File: src/rtl/escaped_api_frame_deframer_unit_defines.svh
// ----------------------------------------------------------------------------
// Escaped API frame deframer - assertion macros
// Shared concurrent assertion helpers, clocked on clk_i with reset rst_ni.
// ----------------------------------------------------------------------------
`ifndef ESCAPED_API_FRAME_DEFRAMER_UNIT_DEFINES_SVH
`define ESCAPED_API_FRAME_DEFRAMER_UNIT_DEFINES_SVH

// Check that cond_b holds in the same cycle whenever cond_a holds.
`define EADF_ASSERT_SAME(name, cond_a, cond_b) \
  name: assert property (@(posedge clk_i) disable iff (!rst_ni) \
    (cond_a) |-> (cond_b)) else $error("eadf assertion failed");

// Check that cond_b holds in the cycle after cond_a holds.
`define EADF_ASSERT_NEXT(name, cond_a, cond_b) \
  name: assert property (@(posedge clk_i) disable iff (!rst_ni) \
    (cond_a) |=> (cond_b)) else $error("eadf assertion failed");

`endif

File: src/rtl/eadf_pkg.sv
// ----------------------------------------------------------------------------
// eadf_pkg
// Types and constants shared by the escaped API frame deframer.
// ----------------------------------------------------------------------------
package eadf_pkg;

  // Framing bytes
  localparam logic [7:0] ByteDelim   = 8'h7E;
  localparam logic [7:0] ByteEsc     = 8'h7D;
  localparam logic [7:0] EscFlip     = 8'h20;
  localparam logic [7:0] SumGood     = 8'hFF;
  localparam logic [7:0] SyncHiLimit = 8'd2;

  // Largest accepted payload length
  localparam int unsigned MaxPayloadDefault = 255;

  // Configuration register map
  localparam int unsigned CfgAddrW = 3;
  localparam logic [0:0]  RegEscapedMode = 1'b0;

  // Result kinds
  localparam logic [1:0] KindData    = 2'd0;
  localparam logic [1:0] KindOk      = 2'd1;
  localparam logic [1:0] KindCsumErr = 2'd2;
  localparam logic [1:0] KindLenErr  = 2'd3;

  // Configuration handed from the register block to the datapath
  typedef struct packed {
    logic escaped_mode;
  } cfg_t;

endpackage

File: src/rtl/escaped_api_frame_deframer_unit.sv
// ----------------------------------------------------------------------------
// escaped_api_frame_deframer_unit
// Byte-stream API frame receiver with optional 0x7D escape decoding.
// ----------------------------------------------------------------------------
// Path: each byte passes the input register, then the result register,
//   which holds its result.
// Throughput: one byte per cycle unless out_stall_i holds a result; the state update sets it.
// Reset: rst_ni clears the frame state to hunting and escaped_mode to 0;
//   no clearing pass, bytes are taken right after reset.
module escaped_api_frame_deframer_unit #(
  parameter int unsigned MaxPayload = eadf_pkg::MaxPayloadDefault
) (
  input  logic                          clk_i,
  input  logic                          rst_ni,
  input  logic                          psel,
  input  logic                          penable,
  input  logic                          pwrite,
  input  logic [eadf_pkg::CfgAddrW-1:0] paddr,
  input  logic [31:0]                   pwdata,
  output logic [31:0]                   prdata,
  output logic                          pready,
  input  logic                          in_valid_i,
  output logic                          in_stall_o,
  input  logic [7:0]                    rx_byte_i,
  output logic                          out_valid_o,
  input  logic                          out_stall_i,
  output logic [7:0]                    out_byte_o,
  output logic [1:0]                    kind_o
);

  eadf_pkg::cfg_t cfg;

  // Configuration registers
  eadf_apb_regs u_regs (
    .clk_i   (clk_i),
    .rst_ni  (rst_ni),
    .psel    (psel),
    .penable (penable),
    .pwrite  (pwrite),
    .paddr   (paddr),
    .pwdata  (pwdata),
    .prdata  (prdata),
    .pready  (pready),
    .cfg_o   (cfg)
  );

  // Deframing datapath
  eadf_core #(
    .MaxPayload (MaxPayload)
  ) u_core (
    .clk_i       (clk_i),
    .rst_ni      (rst_ni),
    .cfg_i       (cfg),
    .in_valid_i  (in_valid_i),
    .in_stall_o  (in_stall_o),
    .rx_byte_i   (rx_byte_i),
    .out_valid_o (out_valid_o),
    .out_stall_i (out_stall_i),
    .out_byte_o  (out_byte_o),
    .kind_o      (kind_o)
  );

endmodule

File: src/rtl/eadf_apb_regs.sv
// ----------------------------------------------------------------------------
// eadf_apb_regs
// APB-style configuration register block holding the escaped_mode bit.
// ----------------------------------------------------------------------------
module eadf_apb_regs (
  input  logic                             clk_i,
  input  logic                             rst_ni,
  input  logic                             psel,
  input  logic                             penable,
  input  logic                             pwrite,
  input  logic [eadf_pkg::CfgAddrW-1:0]    paddr,
  input  logic [31:0]                      pwdata,
  output logic [31:0]                      prdata,
  output logic                             pready,
  output eadf_pkg::cfg_t                   cfg_o
);

  logic escaped_mode_q;
  logic escaped_mode_d;
  logic wr_en;
  logic sel_mode;

  assign pready   = 1'b1;
  assign sel_mode = (paddr[eadf_pkg::CfgAddrW-1:2] == eadf_pkg::RegEscapedMode);
  assign wr_en    = psel && penable && pwrite && pready;

  // Update the mode bit on a completed write transaction
  always_comb begin
    escaped_mode_d = escaped_mode_q;
    if (wr_en && sel_mode) begin
      escaped_mode_d = pwdata[0];
    end
  end

  always_ff @(posedge clk_i or negedge rst_ni) begin
    if (!rst_ni) begin
      escaped_mode_q <= 1'b0;
    end else begin
      escaped_mode_q <= escaped_mode_d;
    end
  end

  // Read back the register, zero elsewhere
  always_comb begin
    prdata = 32'd0;
    if (sel_mode) begin
      prdata = {31'd0, escaped_mode_q};
    end
  end

  assign cfg_o.escaped_mode = escaped_mode_q;

endmodule

File: src/rtl/eadf_core.sv
// ----------------------------------------------------------------------------
// eadf_core
// Input register, per-byte deframing state machine and result register.
// ----------------------------------------------------------------------------
`include "escaped_api_frame_deframer_unit_defines.svh"

module eadf_core #(
  parameter int unsigned MaxPayload = eadf_pkg::MaxPayloadDefault
) (
  input  logic           clk_i,
  input  logic           rst_ni,
  input  eadf_pkg::cfg_t cfg_i,
  input  logic           in_valid_i,
  output logic           in_stall_o,
  input  logic [7:0]     rx_byte_i,
  output logic           out_valid_o,
  input  logic           out_stall_i,
  output logic [7:0]     out_byte_o,
  output logic [1:0]     kind_o
);

  typedef enum logic [2:0] {
    PH_HUNT   = 3'd0,
    PH_LEN_HI = 3'd1,
    PH_LEN_LO = 3'd2,
    PH_DATA   = 3'd3,
    PH_CSUM   = 3'd4
  } phase_e;

  localparam logic [7:0] MaxLen = 8'(MaxPayload);

  // Input stage
  logic       in_valid_q;
  logic [7:0] in_byte_q;
  logic       in_take;
  logic       advance;

  // Deframer state
  phase_e     phase_q, phase_d, phase_eff;
  logic       esc_q, esc_d;
  logic       too_big_q, too_big_d;
  logic [7:0] left_q, left_d;
  logic [7:0] sum_q, sum_d;
  logic [7:0] left_dec;
  logic [7:0] cur_byte;

  // Result stage
  logic       out_valid_q;
  logic [7:0] out_byte_q;
  logic [1:0] out_kind_q;
  logic       res_valid;
  logic [7:0] res_byte;
  logic [1:0] res_kind;

  // Move the held byte forward once the result register has room
  assign advance    = in_valid_q && (!out_valid_q || !out_stall_i);
  assign in_stall_o = in_valid_q && !advance;
  assign in_take    = in_valid_i && !in_stall_o;
  assign left_dec   = left_q - 8'd1;

  // Next state and result for the held byte
  always_comb begin
    phase_d   = phase_q;
    esc_d     = esc_q;
    too_big_d = too_big_q;
    left_d    = left_q;
    sum_d     = sum_q;
    res_valid = 1'b0;
    res_byte  = 8'd0;
    res_kind  = eadf_pkg::KindData;
    cur_byte  = in_byte_q;
    phase_eff = phase_q;

    // Failed sync check: examine this byte again as a delimiter
    if (phase_q == PH_LEN_HI && !cfg_i.escaped_mode && in_byte_q > eadf_pkg::SyncHiLimit) begin
      phase_eff = PH_HUNT;
    end

    unique case (phase_eff)
      PH_LEN_HI, PH_LEN_LO, PH_DATA, PH_CSUM: begin
        if (esc_q) begin
          cur_byte = in_byte_q ^ eadf_pkg::EscFlip;
          esc_d    = 1'b0;
        end
        if (!esc_q && cfg_i.escaped_mode && in_byte_q == eadf_pkg::ByteEsc) begin
          // Drop the escape byte and flip the next one
          esc_d = 1'b1;
        end else begin
          unique case (phase_eff)
            PH_LEN_HI: begin
              too_big_d = (cur_byte != 8'd0);
              phase_d   = PH_LEN_LO;
            end
            PH_LEN_LO: begin
              if (too_big_q || cur_byte > MaxLen) begin
                phase_d   = PH_HUNT;
                esc_d     = 1'b0;
                too_big_d = 1'b0;
                left_d    = 8'd0;
                sum_d     = 8'd0;
                res_valid = 1'b1;
                res_kind  = eadf_pkg::KindLenErr;
              end else begin
                left_d  = cur_byte;
                sum_d   = 8'd0;
                phase_d = (cur_byte == 8'd0) ? PH_CSUM : PH_DATA;
              end
            end
            PH_DATA: begin
              sum_d     = sum_q + cur_byte;
              left_d    = left_dec;
              res_valid = 1'b1;
              res_byte  = cur_byte;
              res_kind  = eadf_pkg::KindData;
              if (left_dec == 8'd0) begin
                phase_d = PH_CSUM;
              end
            end
            default: begin
              // Checksum byte closes the frame
              phase_d   = PH_HUNT;
              esc_d     = 1'b0;
              too_big_d = 1'b0;
              left_d    = 8'd0;
              sum_d     = 8'd0;
              res_valid = 1'b1;
              res_kind  = (8'(sum_q + cur_byte) == eadf_pkg::SumGood) ?
                          eadf_pkg::KindOk : eadf_pkg::KindCsumErr;
            end
          endcase
        end
      end
      default: begin
        // Hunt for the delimiter with all frame state cleared
        phase_d   = (in_byte_q == eadf_pkg::ByteDelim) ? PH_LEN_HI : PH_HUNT;
        esc_d     = 1'b0;
        too_big_d = 1'b0;
        left_d    = 8'd0;
        sum_d     = 8'd0;
      end
    endcase
  end

  // Hold input, state and result registers
  always_ff @(posedge clk_i or negedge rst_ni) begin
    if (!rst_ni) begin
      in_valid_q  <= 1'b0;
      phase_q     <= PH_HUNT;
      esc_q       <= 1'b0;
      too_big_q   <= 1'b0;
      left_q      <= 8'd0;
      sum_q       <= 8'd0;
      out_valid_q <= 1'b0;
    end else begin
      if (!in_stall_o) begin
        in_valid_q <= in_valid_i;
      end
      if (advance) begin
        phase_q     <= phase_d;
        esc_q       <= esc_d;
        too_big_q   <= too_big_d;
        left_q      <= left_d;
        sum_q       <= sum_d;
        out_valid_q <= res_valid;
      end else if (!out_stall_i) begin
        out_valid_q <= 1'b0;
      end
    end
  end

  // Payload registers
  always_ff @(posedge clk_i) begin
    if (in_take) begin
      in_byte_q <= rx_byte_i;
    end
    if (advance) begin
      out_byte_q <= res_byte;
      out_kind_q <= res_kind;
    end
  end

  assign out_valid_o = out_valid_q;
  assign out_byte_o  = out_byte_q;
  assign kind_o      = out_kind_q;

  `EADF_ASSERT_SAME(a_end_byte_zero, out_valid_q && out_kind_q != eadf_pkg::KindData, out_byte_q == 8'd0)
  `EADF_ASSERT_SAME(a_hunt_no_escape, phase_q == PH_HUNT, !esc_q && !too_big_q)
  `EADF_ASSERT_SAME(a_data_has_bytes, phase_q == PH_DATA, left_q != 8'd0)
  `EADF_ASSERT_NEXT(a_blocked_byte_kept, in_valid_q && out_valid_q && out_stall_i, in_valid_q)

endmodule

File: config.mk
export PLATFORM = sky130hd
export DESIGN_NAME = escaped_api_frame_deframer_unit
export DESIGN_NICKNAME = d
export VERILOG_FILES = /design/src/rtl/eadf_pkg.sv /design/src/rtl/escaped_api_frame_deframer_unit.sv /design/src/rtl/eadf_apb_regs.sv /design/src/rtl/eadf_core.sv
export VERILOG_INCLUDE_DIRS = /design/src /design/src/rtl
export SDC_FILE = /design/constraint.sdc
export NUM_CORES = 1
export LEC_CHECK = 0
export ABC_AREA = 1
export BUFFER_PORTS_ARGS = -buffer_cell sky130_fd_sc_hd__buf_2
export CORE_MARGIN = 3
export CORE_UTILIZATION = 51
export CTS_CLUSTER_DIAMETER = 80
export CTS_CLUSTER_SIZE = 12
export DETAILED_ROUTE_END_ITERATION = 10
export GPL_TIMING_DRIVEN = 0
export HOLD_SLACK_MARGIN = 0.06
export PLACE_DENSITY = 0.77
export SETUP_SLACK_MARGIN = 0.5
export SYNTH_ARGS = -nofsm -noshare
export SYNTH_HDL_FRONTEND = slang
export SYNTH_SLANG_ARGS = --single-unit
File: constraint.sdc
create_clock -name clk_i -period 2.5 [get_ports clk_i]
set_input_delay 0.25 -clock clk_i [delete_from_list [all_inputs] [get_ports clk_i]]
set_output_delay 0.25 -clock clk_i [all_outputs]
set_load 0.1 [all_outputs]
==> impl_metrics.json <==
{
  "status": "finished clean",
  "htreeDepth": 2,
  "clk_pin_slew_ns": 0.08,
  "synthFlopType": "dfrtp_1",
  "clk_root_buffer_cell": "clkbuf_8",
  "num_io_pins": 95,
  "place_hpwl_um": 4470,
  "synth-seq-cells": 42,
  "synth_area_mm2": 0.00280,
  "die_h_um": 80.1,
  "worstHoldPathType": "in -> reg",
  "drive_gt1_frac": 0.277,
  "p_leak_nw": 1.79,
  "ys_seq_area_frac": 0.407,
  "rsz0062_at_grt": "yes",
  "drt_wl_total_um": 6130,
  "clk_latency_ns": 0.30,
  "max_slew.worst_pin.slew_ns": 0.603,
  "cp_top_family": "simple AND/OR/NAND/NOR gates",
  "first_pass_iters": 5,
  "crit_buf_inv": 0,
  "syn_to_final_growth_pct": 21.0,
  "synth_edf_count": 18,
  "rows": 26,
  "cp_max_fo": 3,
  "max_freq_mhz": 455,
  "relSlewSlack": 0.597,
  "netlist_instances": 346,
  "diodes": 0,
  "async_reset_ff_frac": 0.571,
  "critPathArrivalTime_ns": 2.25,
  "cts_made_buffers": 5,
  "cpMostUsedCell": "nand2_1",
  "avgSynthCellArea_um2": 8.10,
  "max_cap_violations": 0,
  "die_w_um": 80.1,
  "dr_total_vias": 2414,
  "setup_viol": 0,
  "final_common_cell": "nand2_1",
  "peakVddDrop_v": 0.000502,
  "max_stage_delay_ns": 0.48,
  "grt_max_degree": 25,
  "overflow": 0,
  "final-hold-violation-count": 0,
  "seq_power_share": 0.305,
  "routed_via_density": 4.87,
  "route.detailed.drc": 0,
  "synth_area_leaders": "dfrtp_1 21%, edfxtp_1 19%, nand2_1 13%",
  "required_ns": 2.55,
  "cts_sinks": 42,
  "core_area_mm2": 0.00520,
  "clock_path_buffers": 2,
  "pwr-share-comb": 0.572,
  "wl_per_cell_um": 12.3,
  "ant_nets": 0,
  "nFillCells": 462,
  "start_util": 0.538,
  "crit_path_top_delay_cell": "edfxtp_1",
  "end_kind": "register",
  "mostFrequentLayoutCells": "94 x nand2_1, 44 x buf_4, 39 x inv_1",
  "drv_slew": 0,
  "grtUsageTotal": 0.187,
  "final_nets": 485,
  "p_int_mw": 1.64,
  "antenna_found_initial": 0,
  "drt_iter0_markers": 126,
  "path_cells": "ha_4, fa_2, xor2_2, nand3_1, nor2_1, nand2_1, nor2_4, nand2_1, nand2_1, a21oi_1",
  "finalPower_mw": 3.39,
  "ys_warn_count": 0,
  "period_needed_ns": 2.20,
  "grt_pass1_wl_um": 9280,
  "gp_congestion": 0.931,
  "switching_share": 0.515,
  "fin_worst_skew_ns": 0.00662,
  "synth_cell_types": 35,
  "cts_tree": "done",
  "yosysTopAreaCell": "dfrtp_1",
  "io_buffers": 29,
  "dieArea_mm2": 0.00642,
  "min_period_over_period": 0.879,
  "fin_tns_setup_ns": 0,
  "netlist.area_leader.share": 0.214,
  "criticalPathCategory": "reg -> reg",
  "grt_pass1_vias": 2141,
  "start_kind": "register",
  "p_switching_mw": 1.74,
  "clockPowerShare": 0.123,
  "powerDensity_mw_per_mm2": 998
}
-- per-stage QoR --
| step | setup slack, ns | hold WS (ns) | cell area [µm²] | cells | util |
|---|---|---|---|---|---|
| 5_1_grt | 0.148 | 0.116 | 3390 | 496 | 0.652 |
| 4_1_cts | 0.346 | 0.115 | 3320 | 490 | 0.638 |
| 3_5_place_dp | 0.103 | 0.282 | 3150 | 475 | 0.606 |
| 3_3_place_gp | 0.114 | 0.277 | 3150 | 475 | 0.606 |
| 6_report | 0.303 | 0.126 | 3390 | 496 | 0.652 |
| 2_1_floorplan | 0.523 | -0.0456 | 2920 | 376 | - |
-- final cells by class --
cell class | count | area (µm²) | share of cell area
Clock inverter | 2 | 8.76 | 0.00258
Buffer | 35 | 268 | 0.0789
Timing Repair Buffer | 42 | 245 | 0.0723
Inverter | 43 | 165 | 0.0487
Clock buffer | 6 | 72.6 | 0.0214
Sequential cell | 42 | 1140 | 0.336
Tap cell | 70 | 87.6 | 0.0258
Multi-Input combinational cell | 256 | 1400 | 0.414
-- worst paths after layout --
check | startpoint | depth (start not counted) | slack [ns] | end
min in group asynchronous | rst_ni | 2 | 0.48 | u_core.sum_q[2]
max in group asynchronous | rst_ni | 2 | 1.63 | u_core.sum_q[0]
hold / removal | rx_byte_i[7] | 1 | 0.13 | u_core.in_byte_q[7]
setup reg to reg | u_core.in_byte_q[0] | 10 | 0.30 | u_core.kind_o[1]
setup / recovery | u_core.in_byte_q[0] | 10 | 0.30 | u_core.kind_o[1]
hold reg to reg | u_core.phase_q[0] | 2 | 0.50 | u_core.phase_q[0]
-- what timing repair did --
action	CTS	global route
setup buffers	6	6
hold endpoints to repair	24	0
pin swaps	2	0
gates resized for setup	7	5
setup endpoints to repair	2	5
gates cloned	0	0
hold buffers	1	0
-- routing by layer --
metal	GRT usage	wire length, µm
met1	0.237	2590
met2	0.312	3070
met3	0.0392	367
met4	0.0709	95
met5	0	0
-- Yosys cell counts, types with 3 or more instances --
library cell and n:
nand2_1 94, inv_1 41, buf_4 32, nor2_1 29, nand3_1 26, dfrtp_1 24, edfxtp_1 18, ha_1 9
o21ai_2 9, a21oi_1 7, nand4_1 7, o21ai_0 5, a22oi_1 4, nand2_2 4, o21ai_1 4, xor2_1 4
nand2_4 3
-- kinds of logic (layout without fill, tap and decap cells) --
family                   count (synthesis)  after routing  synth area share
AND/OR/NAND/NOR                        176            176             0.291
buffers and inverters                   78            128             0.153
flip-flops                              42             42             0.407
AO/OA/AOI/OAI                           33             33            0.0835
adder cells (fa/ha/maj)                 10             10            0.0473
XOR/XNOR                                 5              5            0.0156
other                                    2             32           0.00268
-- registers in the layout, summed over array words and instances, names as in the netlist --
| name | cells |
|---|---|
| u_regs.cfg_o | 1 |
| u_core.out_byte_o | 8 |
| u_core.phase_q | 3 |
| u_core.too_big_q | 1 |
| u_core.esc_q | 1 |
| u_core.sum_q | 8 |
| u_core.in_valid_q | 1 |
| u_core.out_valid_o | 1 |
| u_core.left_q | 8 |
| u_core.in_byte_q | 8 |
| u_core.kind_o | 2 |
-- power groups by stage --
stage / Clock [mW] / Sequential [mW] / Combinational [mW]
after floorplan: 0 / 1.33 / 1.23
after global placement: 0 / 1.03 / 1.79
after detailed placement: 0 / 1.04 / 1.82
after CTS: 0.430 / 1.03 / 1.87
after global routing: 0.463 / 1.05 / 2.11
final: 0.418 / 1.03 / 1.94
No activity file was read; power rests on OpenSTA's default activity.
